===== src/hw/rtl/sti_pkg.sv =====
// ----------------------------------------------------------------------------
// sti_pkg: shared types and constants for the sorted key table
// Payload structs, operation and status codes, controller states and the
// command and status bundles between the controller and the datapath.
// ----------------------------------------------------------------------------
package sti_pkg;

  // Operation codes carried in the request word
  localparam logic [1:0] MODE_INSERT = 2'd0;
  localparam logic [1:0] MODE_LOOKUP = 2'd1;
  localparam logic [1:0] MODE_REMOVE = 2'd2;

  // Status codes carried in the response word
  localparam logic [1:0] STAT_OK    = 2'd0;
  localparam logic [1:0] STAT_FULL  = 2'd1;
  localparam logic [1:0] STAT_RANGE = 2'd2;

  // Register file
  localparam int unsigned APB_AW       = 3;
  localparam logic [APB_AW-1:0] REG_CAP_ADDR = 3'd0;
  localparam logic [5:0] CAP_RESET     = 6'd32;

  typedef struct packed {
    logic [1:0]  mode;
    logic [31:0] key_value;
    logic [4:0]  position;
  } req_t;

  typedef struct packed {
    logic [31:0] read_value;
    logic [1:0]  status;
    logic [5:0]  entry_count;
  } rsp_t;

  typedef enum logic [3:0] {
    ST_IDLE,
    ST_DECODE,
    ST_INS_RD,
    ST_INS_WR,
    ST_REM_RD,
    ST_REM_WR,
    ST_LKP_RD,
    ST_LKP_WAIT,
    ST_RESULT
  } sti_state_t;

  // Memory read address relative to the index register
  typedef enum logic [1:0] {
    RD_AT,
    RD_BELOW,
    RD_ABOVE
  } rd_sel_t;

  // Controller to datapath
  typedef struct packed {
    logic       load_item;
    logic       idx_load_cnt;
    logic       idx_load_pos;
    logic       idx_dec;
    logic       idx_inc;
    logic       rd_en;
    rd_sel_t    rd_sel;
    logic       wr_en;
    logic       wr_key;
    logic       cnt_inc;
    logic       cnt_dec;
    logic       res_clear;
    logic       res_err;
    logic [1:0] err_code;
    logic       res_capture;
    logic       out_load;
  } sti_cmd_t;

  // Datapath to controller
  typedef struct packed {
    logic [1:0] mode;
    logic       full;
    logic       pos_bad;
    logic       idx_zero;
    logic       rd_less;
    logic       rem_end;
    logic       out_free;
  } sti_stat_t;

endpackage


===== src/hw/rtl/sti_dpath.sv =====
// ----------------------------------------------------------------------------
// sti_dpath: key storage, counters and response register
// Holds the key memory, the entry count, the walk index, the latched
// request and the response register. Acts only on controller commands.
// ----------------------------------------------------------------------------
module sti_dpath #(
  parameter int unsigned DEPTH     = 32,
  parameter int unsigned KEY_WIDTH = 32
) (
  input  logic              clk,
  input  logic              rst,
  input  sti_pkg::req_t     req,
  input  logic [5:0]        cap,
  input  sti_pkg::sti_cmd_t cmd,
  output sti_pkg::sti_stat_t stat,
  output logic              rsp_valid,
  input  logic              rsp_ready,
  output sti_pkg::rsp_t     rsp
);
  import sti_pkg::*;

  localparam int unsigned AW = (DEPTH > 1) ? $clog2(DEPTH) : 1;
  localparam int unsigned IW = $clog2(DEPTH + 1);
  localparam int unsigned CW = (IW > 6) ? IW : 6;

  logic [KEY_WIDTH-1:0] mem [DEPTH];
  logic [KEY_WIDTH-1:0] rd_data;
  logic [AW-1:0]        rd_addr;
  logic [IW-1:0]        rd_idx;

  logic [1:0]           mode_reg;
  logic [KEY_WIDTH-1:0] key_reg;
  logic [4:0]           pos_reg;
  logic [IW-1:0]        count;
  logic [IW-1:0]        idx;
  logic [31:0]          res_value;
  logic [1:0]           res_status;

  logic [KEY_WIDTH+31:0] key_wide;
  logic [KEY_WIDTH+31:0] val_wide;
  logic [IW+5:0]         cnt_wide;
  logic [IW:0]           idx_plus;
  logic [KEY_WIDTH-1:0]  wr_data;

  // Fit the request key to the stored width, and the stored key to the port
  assign key_wide = {{KEY_WIDTH{1'b0}}, req.key_value};
  assign val_wide = {32'd0, rd_data};
  assign cnt_wide = {6'd0, count};

  // Latch the request word
  always_ff @(posedge clk) begin
    if (cmd.load_item) begin
      mode_reg <= req.mode;
      key_reg  <= key_wide[KEY_WIDTH-1:0];
      pos_reg  <= req.position;
    end
  end

  // Select the read address around the walk index
  always_comb begin
    case (cmd.rd_sel)
      RD_BELOW: rd_idx = idx - 1'b1;
      RD_ABOVE: rd_idx = idx + 1'b1;
      default:  rd_idx = idx;
    endcase
  end
  assign rd_addr = rd_idx[AW-1:0];
  assign wr_data = cmd.wr_key ? key_reg : rd_data;

  // Key memory: one write and one registered read per cycle
  always_ff @(posedge clk) begin
    if (cmd.wr_en) begin
      mem[idx[AW-1:0]] <= wr_data;
    end
    if (cmd.rd_en) begin
      rd_data <= mem[rd_addr];
    end
  end

  // Entry count
  always_ff @(posedge clk) begin
    if (rst) begin
      count <= '0;
    end else if (cmd.cnt_inc) begin
      count <= count + 1'b1;
    end else if (cmd.cnt_dec) begin
      count <= count - 1'b1;
    end
  end

  // Walk index
  always_ff @(posedge clk) begin
    if (cmd.idx_load_cnt) begin
      idx <= count;
    end else if (cmd.idx_load_pos) begin
      idx <= IW'(pos_reg);
    end else if (cmd.idx_dec) begin
      idx <= idx - 1'b1;
    end else if (cmd.idx_inc) begin
      idx <= idx + 1'b1;
    end
  end

  // Build the result; an error carries a zero value
  always_ff @(posedge clk) begin
    if (cmd.res_clear) begin
      res_value  <= '0;
      res_status <= STAT_OK;
    end else if (cmd.res_err) begin
      res_value  <= '0;
      res_status <= cmd.err_code;
    end else if (cmd.res_capture) begin
      res_value <= val_wide[31:0];
    end
  end

  // Response register: hold until taken
  always_ff @(posedge clk) begin
    if (rst) begin
      rsp_valid <= 1'b0;
    end else if (cmd.out_load) begin
      rsp_valid <= 1'b1;
    end else if (rsp_ready) begin
      rsp_valid <= 1'b0;
    end
  end

  always_ff @(posedge clk) begin
    if (cmd.out_load) begin
      rsp.read_value  <= res_value;
      rsp.status      <= res_status;
      rsp.entry_count <= cnt_wide[5:0];
    end
  end

  // Status back to the controller
  assign idx_plus = {1'b0, idx} + 1'b1;

  always_comb begin
    stat.mode     = mode_reg;
    stat.full     = (CW'(count) >= CW'(cap)) || (count >= IW'(DEPTH));
    stat.pos_bad  = (CW'(pos_reg) >= CW'(count));
    stat.idx_zero = (idx == '0);
    stat.rd_less  = (rd_data < key_reg);
    stat.rem_end  = (idx_plus >= {1'b0, count});
    stat.out_free = !rsp_valid || rsp_ready;
  end

endmodule


===== src/hw/rtl/sti_ctrl.sv =====
// ----------------------------------------------------------------------------
// sti_ctrl: sequencer for insert, lookup and remove
// Walks the table one entry per read and write pair and issues the
// datapath commands for each step.
// ----------------------------------------------------------------------------
module sti_ctrl (
  input  logic               clk,
  input  logic               rst,
  input  logic               req_valid,
  output logic               req_ready,
  input  sti_pkg::sti_stat_t stat,
  output sti_pkg::sti_cmd_t  cmd
);
  import sti_pkg::*;

  sti_state_t state;
  sti_state_t state_next;

  // State register
  always_ff @(posedge clk) begin
    if (rst) begin
      state <= ST_IDLE;
    end else begin
      state <= state_next;
    end
  end

  // Next state and commands
  always_comb begin
    state_next = state;
    cmd        = '0;
    cmd.rd_sel = RD_AT;
    req_ready  = 1'b0;

    unique case (state)
      ST_IDLE: begin
        req_ready = 1'b1;
        if (req_valid) begin
          cmd.load_item = 1'b1;
          state_next    = ST_DECODE;
        end
      end

      ST_DECODE: begin
        cmd.res_clear = 1'b1;
        unique case (stat.mode)
          MODE_INSERT: begin
            if (stat.full) begin
              state_next = ST_RESULT;
            end else begin
              cmd.idx_load_cnt = 1'b1;
              state_next       = ST_INS_RD;
            end
          end
          MODE_LOOKUP: begin
            if (stat.pos_bad) begin
              state_next = ST_RESULT;
            end else begin
              cmd.idx_load_pos = 1'b1;
              state_next       = ST_LKP_RD;
            end
          end
          MODE_REMOVE: begin
            if (stat.pos_bad) begin
              state_next = ST_RESULT;
            end else begin
              cmd.idx_load_pos = 1'b1;
              state_next       = ST_REM_RD;
            end
          end
          default: begin
            state_next = ST_RESULT;
          end
        endcase
      end

      // Insert: walk down from the top, moving larger entries up one place
      ST_INS_RD: begin
        if (stat.idx_zero) begin
          cmd.wr_en   = 1'b1;
          cmd.wr_key  = 1'b1;
          cmd.cnt_inc = 1'b1;
          state_next  = ST_RESULT;
        end else begin
          cmd.rd_en  = 1'b1;
          cmd.rd_sel = RD_BELOW;
          state_next = ST_INS_WR;
        end
      end

      ST_INS_WR: begin
        cmd.wr_en = 1'b1;
        if (stat.rd_less) begin
          cmd.wr_key  = 1'b1;
          cmd.cnt_inc = 1'b1;
          state_next  = ST_RESULT;
        end else begin
          cmd.idx_dec = 1'b1;
          state_next  = ST_INS_RD;
        end
      end

      // Remove: walk up from the position, moving later entries down
      ST_REM_RD: begin
        if (stat.rem_end) begin
          cmd.cnt_dec = 1'b1;
          state_next  = ST_RESULT;
        end else begin
          cmd.rd_en  = 1'b1;
          cmd.rd_sel = RD_ABOVE;
          state_next = ST_REM_WR;
        end
      end

      ST_REM_WR: begin
        cmd.wr_en   = 1'b1;
        cmd.idx_inc = 1'b1;
        state_next  = ST_REM_RD;
      end

      ST_LKP_RD: begin
        cmd.rd_en  = 1'b1;
        state_next = ST_LKP_WAIT;
      end

      ST_LKP_WAIT: begin
        cmd.res_capture = 1'b1;
        state_next      = ST_RESULT;
      end

      // Hand the result to the response register once it is free
      ST_RESULT: begin
        if (stat.out_free) begin
          cmd.out_load = 1'b1;
          state_next   = ST_IDLE;
        end
      end

      default: begin
        state_next = ST_IDLE;
      end
    endcase

    // Flag errors during decode
    if (state == ST_DECODE) begin
      if ((stat.mode == MODE_INSERT) && stat.full) begin
        cmd.res_err  = 1'b1;
        cmd.err_code = STAT_FULL;
      end else if (((stat.mode == MODE_LOOKUP) || (stat.mode == MODE_REMOVE))
                   && stat.pos_bad) begin
        cmd.res_err  = 1'b1;
        cmd.err_code = STAT_RANGE;
      end
      if (cmd.res_err) begin
        cmd.res_clear = 1'b0;
      end
    end
  end

endmodule


===== src/hw/rtl/sorted_table_insert_remove.sv =====
// ----------------------------------------------------------------------------
// sorted_table_insert_remove: sorted key table with insert and remove
// Keeps keys in ascending unsigned order; inserts by position search and
// shift, looks up and removes by position. Capacity is set over APB.
// ----------------------------------------------------------------------------
//
//   Channel  Direction  Handshake              Word
//   req      in         req_valid / req_ready  mode, key_value, position
//   rsp      out        rsp_valid / rsp_ready  read_value, status, entry_count
//   apb      in         psel/penable, pready   capacity_limit at offset 0
//
// One request at a time. Each entry moved takes a memory read, then a
// write. Reset clears the count and the response valid flag; the key memory
// is not cleared. A stalled response holds in its register while the next
// request is taken; that request then waits in its final step until the
// word leaves.
// ----------------------------------------------------------------------------
module sorted_table_insert_remove #(
  parameter int unsigned DEPTH     = 32,
  parameter int unsigned KEY_WIDTH = 32
) (
  input  logic                       clk,
  input  logic                       rst,
  input  logic                       req_valid,
  output logic                       req_ready,
  input  sti_pkg::req_t              req,
  output logic                       rsp_valid,
  input  logic                       rsp_ready,
  output sti_pkg::rsp_t              rsp,
  input  logic                       psel,
  input  logic                       penable,
  input  logic                       pwrite,
  input  logic [sti_pkg::APB_AW-1:0] paddr,
  input  logic [31:0]                pwdata,
  output logic [31:0]                prdata,
  output logic                       pready
);
  import sti_pkg::*;

  logic [5:0] cap;
  logic       cfg_wr;
  sti_cmd_t   cmd;
  sti_stat_t  stat;

  // Capacity register
  assign pready = 1'b1;
  assign cfg_wr = psel && penable && pwrite && pready;

  always_ff @(posedge clk) begin
    if (rst) begin
      cap <= CAP_RESET;
    end else if (cfg_wr && (paddr == REG_CAP_ADDR)) begin
      cap <= pwdata[5:0];
    end
  end

  always_comb begin
    prdata = '0;
    if (paddr == REG_CAP_ADDR) begin
      prdata = {26'd0, cap};
    end
  end

  sti_ctrl u_ctrl (
    .clk       (clk),
    .rst       (rst),
    .req_valid (req_valid),
    .req_ready (req_ready),
    .stat      (stat),
    .cmd       (cmd)
  );

  sti_dpath #(
    .DEPTH     (DEPTH),
    .KEY_WIDTH (KEY_WIDTH)
  ) u_dpath (
    .clk       (clk),
    .rst       (rst),
    .req       (req),
    .cap       (cap),
    .cmd       (cmd),
    .stat      (stat),
    .rsp_valid (rsp_valid),
    .rsp_ready (rsp_ready),
    .rsp       (rsp)
  );

endmodule


===== config.mk =====
export PLATFORM = sky130hd
export DESIGN_NAME = sorted_table_insert_remove
export DESIGN_NICKNAME = d
export VERILOG_FILES = /design/src/hw/rtl/sti_pkg.sv /design/src/hw/rtl/sti_dpath.sv /design/src/hw/rtl/sti_ctrl.sv /design/src/hw/rtl/sorted_table_insert_remove.sv
export SDC_FILE = /design/constraint.sdc
export NUM_CORES = 2
export LEC_CHECK = 0
export ABC_AREA = 1
export BUFFER_PORTS_ARGS = -buffer_cell sky130_fd_sc_hd__buf_2
export CORE_MARGIN = 2
export CORE_UTILIZATION = 60
export DETAILED_ROUTE_END_ITERATION = 8
export PLACE_DENSITY = 0.78
export SKIP_CTS_REPAIR_TIMING = 1
export SLEW_MARGIN = 20
export SYNTH_ARGS = -nofsm -noshare
export SYNTH_HDL_FRONTEND = slang
export SYNTH_SLANG_ARGS = --single-unit

===== constraint.sdc =====
create_clock -name clk -period 8.8 [get_ports clk]
set_input_delay 0.88 -clock clk [delete_from_list [all_inputs] [get_ports clk]]
set_output_delay 0.88 -clock clk [all_outputs]
set_load 0.01 [all_outputs]

---- Yosys cells after proc, flatten, opt, wreduce, memory -nomap -nowiden ----
Memory sizes are Yosys's and may differ from the RTL's. A register that Yosys moved wholly into a read port is not among the register bits.
Cells that the tools add are included.
storage, ports and cells
  memories kept ........................... 1
  output and inout port bits .............. 75
  RAM bits ................................ 1024
  bits in registers ....................... 136
operators by class
  reductions and logical operators ........ 20
  equality and inequality tests ........... 14
  mux-type cells .......................... 53
  magnitude comparators ................... 5
  add/sub/neg operators ................... 5
memories
  name         depth  bits a word  rd ports  clocked after memory_dff  wr ports  RTL line         text
  u_dpath.mem  32     32           1         1                         1         sti_dpath.sv:26  logic [KEY_WIDTH-1:0] mem [DEPTH];
operator list
  cell                                                      count
  2-to-1 mux 6 bit                                          7
  2-to-1 mux 4 bit                                          9
  case mux 4 bit (9 select lines)                           1
  < comparator 32 bit                                       1
  2-to-1 mux 32 bit                                         1
  2-to-1 mux 1 bit                                          21
  2-to-1 mux 3 bit                                          6
  equality test 4 x 3 -> 1 bit, second input constant       4
  adder 6 x 1 -> 6 bit, second input constant               2
  case mux 4 bit (3 select lines)                           1
  subtractor 6 x 1 -> 6 bit, second input constant          2
  case mux 5 bit (2 select lines)                           1
  equality test 4 x 2 -> 1 bit, second input constant       2
  case mux 2 bit (2 select lines)                           2
  adder 6 x 1 -> 7 bit, second input constant               1
  greater-or-equal comparator 7 x 6 -> 1 bit                1
  greater-or-equal comparator 5 x 6 -> 1 bit                1
  greater-or-equal comparator 6 bit                         1
  greater-or-equal comparator 6 bit, second input constant  1
  logical NOT 6 bit                                         1
  OR reduction 2 bit                                        3
  logical AND 1 bit                                         5
  equality test 2 x 1 -> 1 bit, second input constant       2
  equality test 2 bit, second input constant                2
  14 further kinds                                          19

---- Depth between registers and ports, before layout ----
  depth after elaboration ................. 9
  mapped depth ............................ 26
  gate-level depth less buffers ........... 24

---- Hierarchy ----
Synthesis repeated with hierarchy kept, for this count alone.
second synthesis, totals
  cell total of the unflattened synthesis .. 4795
  area, all modules ....................... 52082.5 um^2
modules (own cells, without submodules)
  module                      sequential area each (um^2)  area each (um^2)  cells an instance  instances
  sti_dpath                   35083.6                      51013.9           4624               1
  sorted_table_insert_remove  120.1                        561.8             85                 1
  sti_ctrl                    80.1                         506.7             86                 1

---- Worst setup path after synthesis ----
No wires, ideal clock.
  path kind ............................... input to register
  start point ............................. in rsp_ready
  end point ............................... reg u_dpath.rsp[0] (netlist name)
  arrival ................................. 4.768 ns
  path slack .............................. 3.495 ns
  required time ........................... 8.263 ns
  path buffers ............................ 0
  stages on the path ...................... 2
  path through ............................ nor2_1 -> nor4_1
RTL lines
  item                RTL line                          text
  start: declaration  sorted_table_insert_remove.sv:28  input logic rsp_ready,

---- Final worst setup path ----
  start point ............................. reg u_dpath.idx[1]
  end point ............................... reg u_dpath.rd_data[5] (read register of u_dpath.mem), data pin
on the way
  longest elaborated chain between the ends .. 6
  elaborated cells between the ends (all ways) .. 12
  those cells by class .................... 3 x add/sub; 1 x order compare; 2 x eq/ne; 5 x mux; 1 x reduce/logical
RTL lines
  item                                                                 RTL line          text
  start: declaration                                                   sti_dpath.sv:35   logic [IW-1:0] idx;
  start signal: assignment                                             sti_dpath.sv:94   idx <= count;
  start signal: assignment                                             sti_dpath.sv:96   idx <= IW'(pos_reg);
  start signal: assignment                                             sti_dpath.sv:98   idx <= idx - 1'b1;
  adder 6 x 1 -> 7 bit                                                 sti_dpath.sv:137  assign idx_plus = {1'b0, idx} + 1'b1;
  greater-or-equal comparator 7 x 6 -> 1 bit                           sti_dpath.sv:145  stat.rem_end = (idx_plus >= {1'b0, count});
  2-to-1 mux 3 bit                                                     sti_ctrl.sv:105   if (stat.rem_end) begin
  case mux 2 bit (2 select lines)                                      sti_ctrl.sv:35    unique case (state)
  equality test 2 bit or equality test 2 x 1 -> 1 bit (tied branches)  sti_dpath.sv:61   case (cmd.rd_sel)
  case mux 5 bit (2 select lines)                                      sti_dpath.sv:61
  end: declaration                                                     sti_dpath.sv:27   logic [KEY_WIDTH-1:0] rd_data;
Parallel ways exist; a longest one is shown, timed or not.
A chain may end at the register's enable or synchronous reset.

==> summary.txt <==
Status
  • Run status: finished, final reports clean

Synth
  • Cell types occupying the most area after synthesis: edfxtp_1 70%, nand2_1 6.6%, o211ai_1 4.9%
  • Syn Std Cell Area: 49300 sq um
  • Synth cell types: 46
  • Synth top area share: 0.696
  • Most used DFF post-synth: edfxtp_1
  • Ys Warns: 0
  • Post-synth top area cell: edfxtp_1
  • Ys async rst share: 0
  • Post-synthesis register bit count: 1192
  • Commonest cells in the netlist: 1141 x edfxtp_1, 863 x nand2_1, 323 x o211ai_1, 308 x nor2_1, 218 x nand3_1
  • Sequential fraction of the synthesis area: 0.716
  • Mapped Cells: 3965
  • Post-synth EDFFs: 1141
  • Count leader, synth: edfxtp_1
  • Avg Cell Area, Syn: 12.4 sq um

Pwr
  • PD cells: 262 nW/um^2
  • Max IR drop VDD: 0.223 mV
  • Static leakage: 18.8 nW
  • Total power: 14.3 mW

Run
  • Number of max-cap violations: 0

Cells and area
  • Antenna diodes: 0
  • Fin cells: 5171
  • Final net count: 4154
  • Layout area overhead: 10.9%
  • Share of layout cells above drive strength 1: 0.126
  • Max reg flops: 1024
  • Post-layout util: 0.669
  • Post-route cell area: 54600 sq um

Floorplan
  • Io pins: 156
  • Row Count: 105
  • Initial core utilization: 0.603
  • Die Y: 291 um
  • Die X: 291 um
  • Die area: 84400 sq um
  • Area of the core: 81700 sq um

Setup path
  • Worst Path Arrival: 6.58 ns
  • Critical path cell sequence: ha_1, nand2_1, nor2_1, a211oi_2, ha_1, a21oi_1, o211ai_1, nand3b_1, inv_1, nand2_1, ha_1, inv_4, o211ai_2, o21ai_4, buf_12, inv_8, buf_4, o211ai_1, o211ai_1, nand3_1, nand2_1, nand2_1, nand2_1
  • CP most frequent cell: nand2_1
  • Internal reg-to-reg setup slack: 2.66 ns
  • WS Path Type: register to register
  • Crit path largest cell delay: 0.56 ns
  • Crit-path slowest cell: buf_4
  • Worst setup EP type: register
  • CP Buf/Inv Count: 5
  • Worst Path Required: 9.24 ns
  • Crit path max fanout: 203
  • Crit start category: register
  • Delay-heaviest family, CP: buffers and inverters

STA
  • Unrepaired setup endpoints after global routing: no
  • Clock skew: 0.0273 ns
  • Worst Max-Slew Pin Slew: 1.17 ns
  • Hold_ws: 0.361 ns
  • Final setup violation count: 0
  • Fmax: 0.163 GHz
  • Final period utilization: 0.698
  • Slew HR: 0.221
  • Hold Fails Final Rpt: 0
  • Setup TNS: 0 ns
  • Time the worst path needs with I/O delays and setup: 6.14 ns
  • Max-slew violation count: 0
  • Fin worst setup slack: 2.66 ns

Global route
  • Vias in the first global route: 30.7k
  • First-pass GRT wire length: 188000 um
  • Initial antenna violation count: 1
  • GR Overflow Total: 0
  • Largest net degree at the start of global routing: 204
  • GRT Overall Usage: 0.299

Clock tree
  • Total CTS buffers: 112
  • Htree depth: 3
  • Clock Tree Root: clkbuf_16
  • CTS tree: built
  • Clk pin slew, worst setup/hold paths: 0.07 ns
  • Sink Count: 1192
  • Maximum root-to-sink buffer count: 3
  • Clk Latency, worst-skew pair: 0.69 ns

Detailed routing
  • Final ANT Viol Nets: 0
  • Pre-Repair DR Iteration Count: 9
  • Via count: 32.5k
  • Max layer used: met5
  • Initial DRC count: 4701
  • Met1 wire length: 47300 um
  • Residual DRC: 0
  • DR WL met3: 14900 um
  • Total length of routed met2 wires: 58300 um
  • DR vias/cell: 6.29
  • Overall routed net length: 128000 um
  • Routed WL per cell: 24.7 um

Place
  • Hpwl dp: 63400 um
  • IO Port Bufs: 102
  • Post-placement cell area: 50800 sq um
  • Placer congestion estimate: 0.866
  • DP Cell Count: 4965
  • Pre-CTS setup slack: 2.72 ns

Min path
  • Worst hold-check path type: input pin to register
[cell usage in the layout, fill, tap and decap left out, types with 27 or more instances in the layout]
cell type | synthesis | layout
a21oi_1 | 195 | 195
buf_2 | 140 | 102
buf_4 | 42 | 61
clkbuf_16 | 0 | 113
conb_1 | 2 | 27
dfxtp_1 | 51 | 51
edfxtp_1 | 1141 | 1141
ha_1 | 63 | 63
inv_1 | 99 | 98
nand2_1 | 863 | 862
nand3_1 | 218 | 218
nor2_1 | 308 | 275
nor2_4 | 0 | 32
o211ai_1 | 323 | 323
o21ai_0 | 183 | 182
o21ai_4 | 1 | 27
or2_0 | 62 | 62
or2_2 | 93 | 93
[worst register-to-register path: stages (launching register included)]
cell and delay, ns:
edfxtp_1 0.55, ha_1 0.29, nand2_1 0.19, nor2_1 0.13, a211oi_2 0.27, ha_1 0.32, a21oi_1 0.15, o211ai_1 0.09
nand3b_1 0.20, inv_1 0.07, nand2_1 0.12, ha_1 0.36, inv_4 0.19, o211ai_2 0.14, o21ai_4 0.09, buf_12 0.50
inv_8 0.62, buf_4 0.60, o211ai_1 0.45, o211ai_1 0.17, nand3_1 0.15, nand2_1 0.12, nand2_1 0.08, nand2_1 0.06
[per-layer routing]
layer | up-vias | global-route usage
li1 | 14283 | -
met1 | 15739 | 0.408
met2 | 2053 | 0.466
met3 | 428 | 0.0579
met4 | 2 | 0.148
met5 | - | 0
[cell families after synthesis]
family                     Yosys count  synth area share
other                                2          0.000152
adders and majority gates           64            0.0164
AOI/OAI and AO/OA                  751            0.0944
DFF                               1192             0.716
buffers and inverters              372            0.0359
xor gates and xnor gates             9           0.00160
and+or+nand+nor                   1575             0.135
[path summary, 6_finish.rpt]
path	startpoint	endpoint	depth (start not counted)
worst max-delay path	u_dpath.idx[1]	u_dpath.rd_data[5]	23
worst min-delay path	req[10]	u_dpath.key_reg[5]	1
worst max register to register	u_dpath.idx[1]	u_dpath.rd_data[5]	23
worst min register to register	u_dpath.res_value[3]	u_dpath.rsp[11]	0
[power by group]
part,internal (mW),switching [mW],total [mW]
clock network,2.76,2.09,4.85
registers,6.46,0.0816,6.54
logic,0.806,2.10,2.90
total,10.0,4.26,14.3
[cell type report]
type | instances | area [sq um]
clock buffer | 136 | 2940
clock inverter | 70 | 732
fill | 5496 | 27100
inverter | 110 | 433
multi-input combinational | 2426 | 12900
sequential | 1192 | 35300
tap | 1070 | 1340
timing repair buffer | 167 | 1040
No activity file was read; power rests on OpenSTA's default activity.
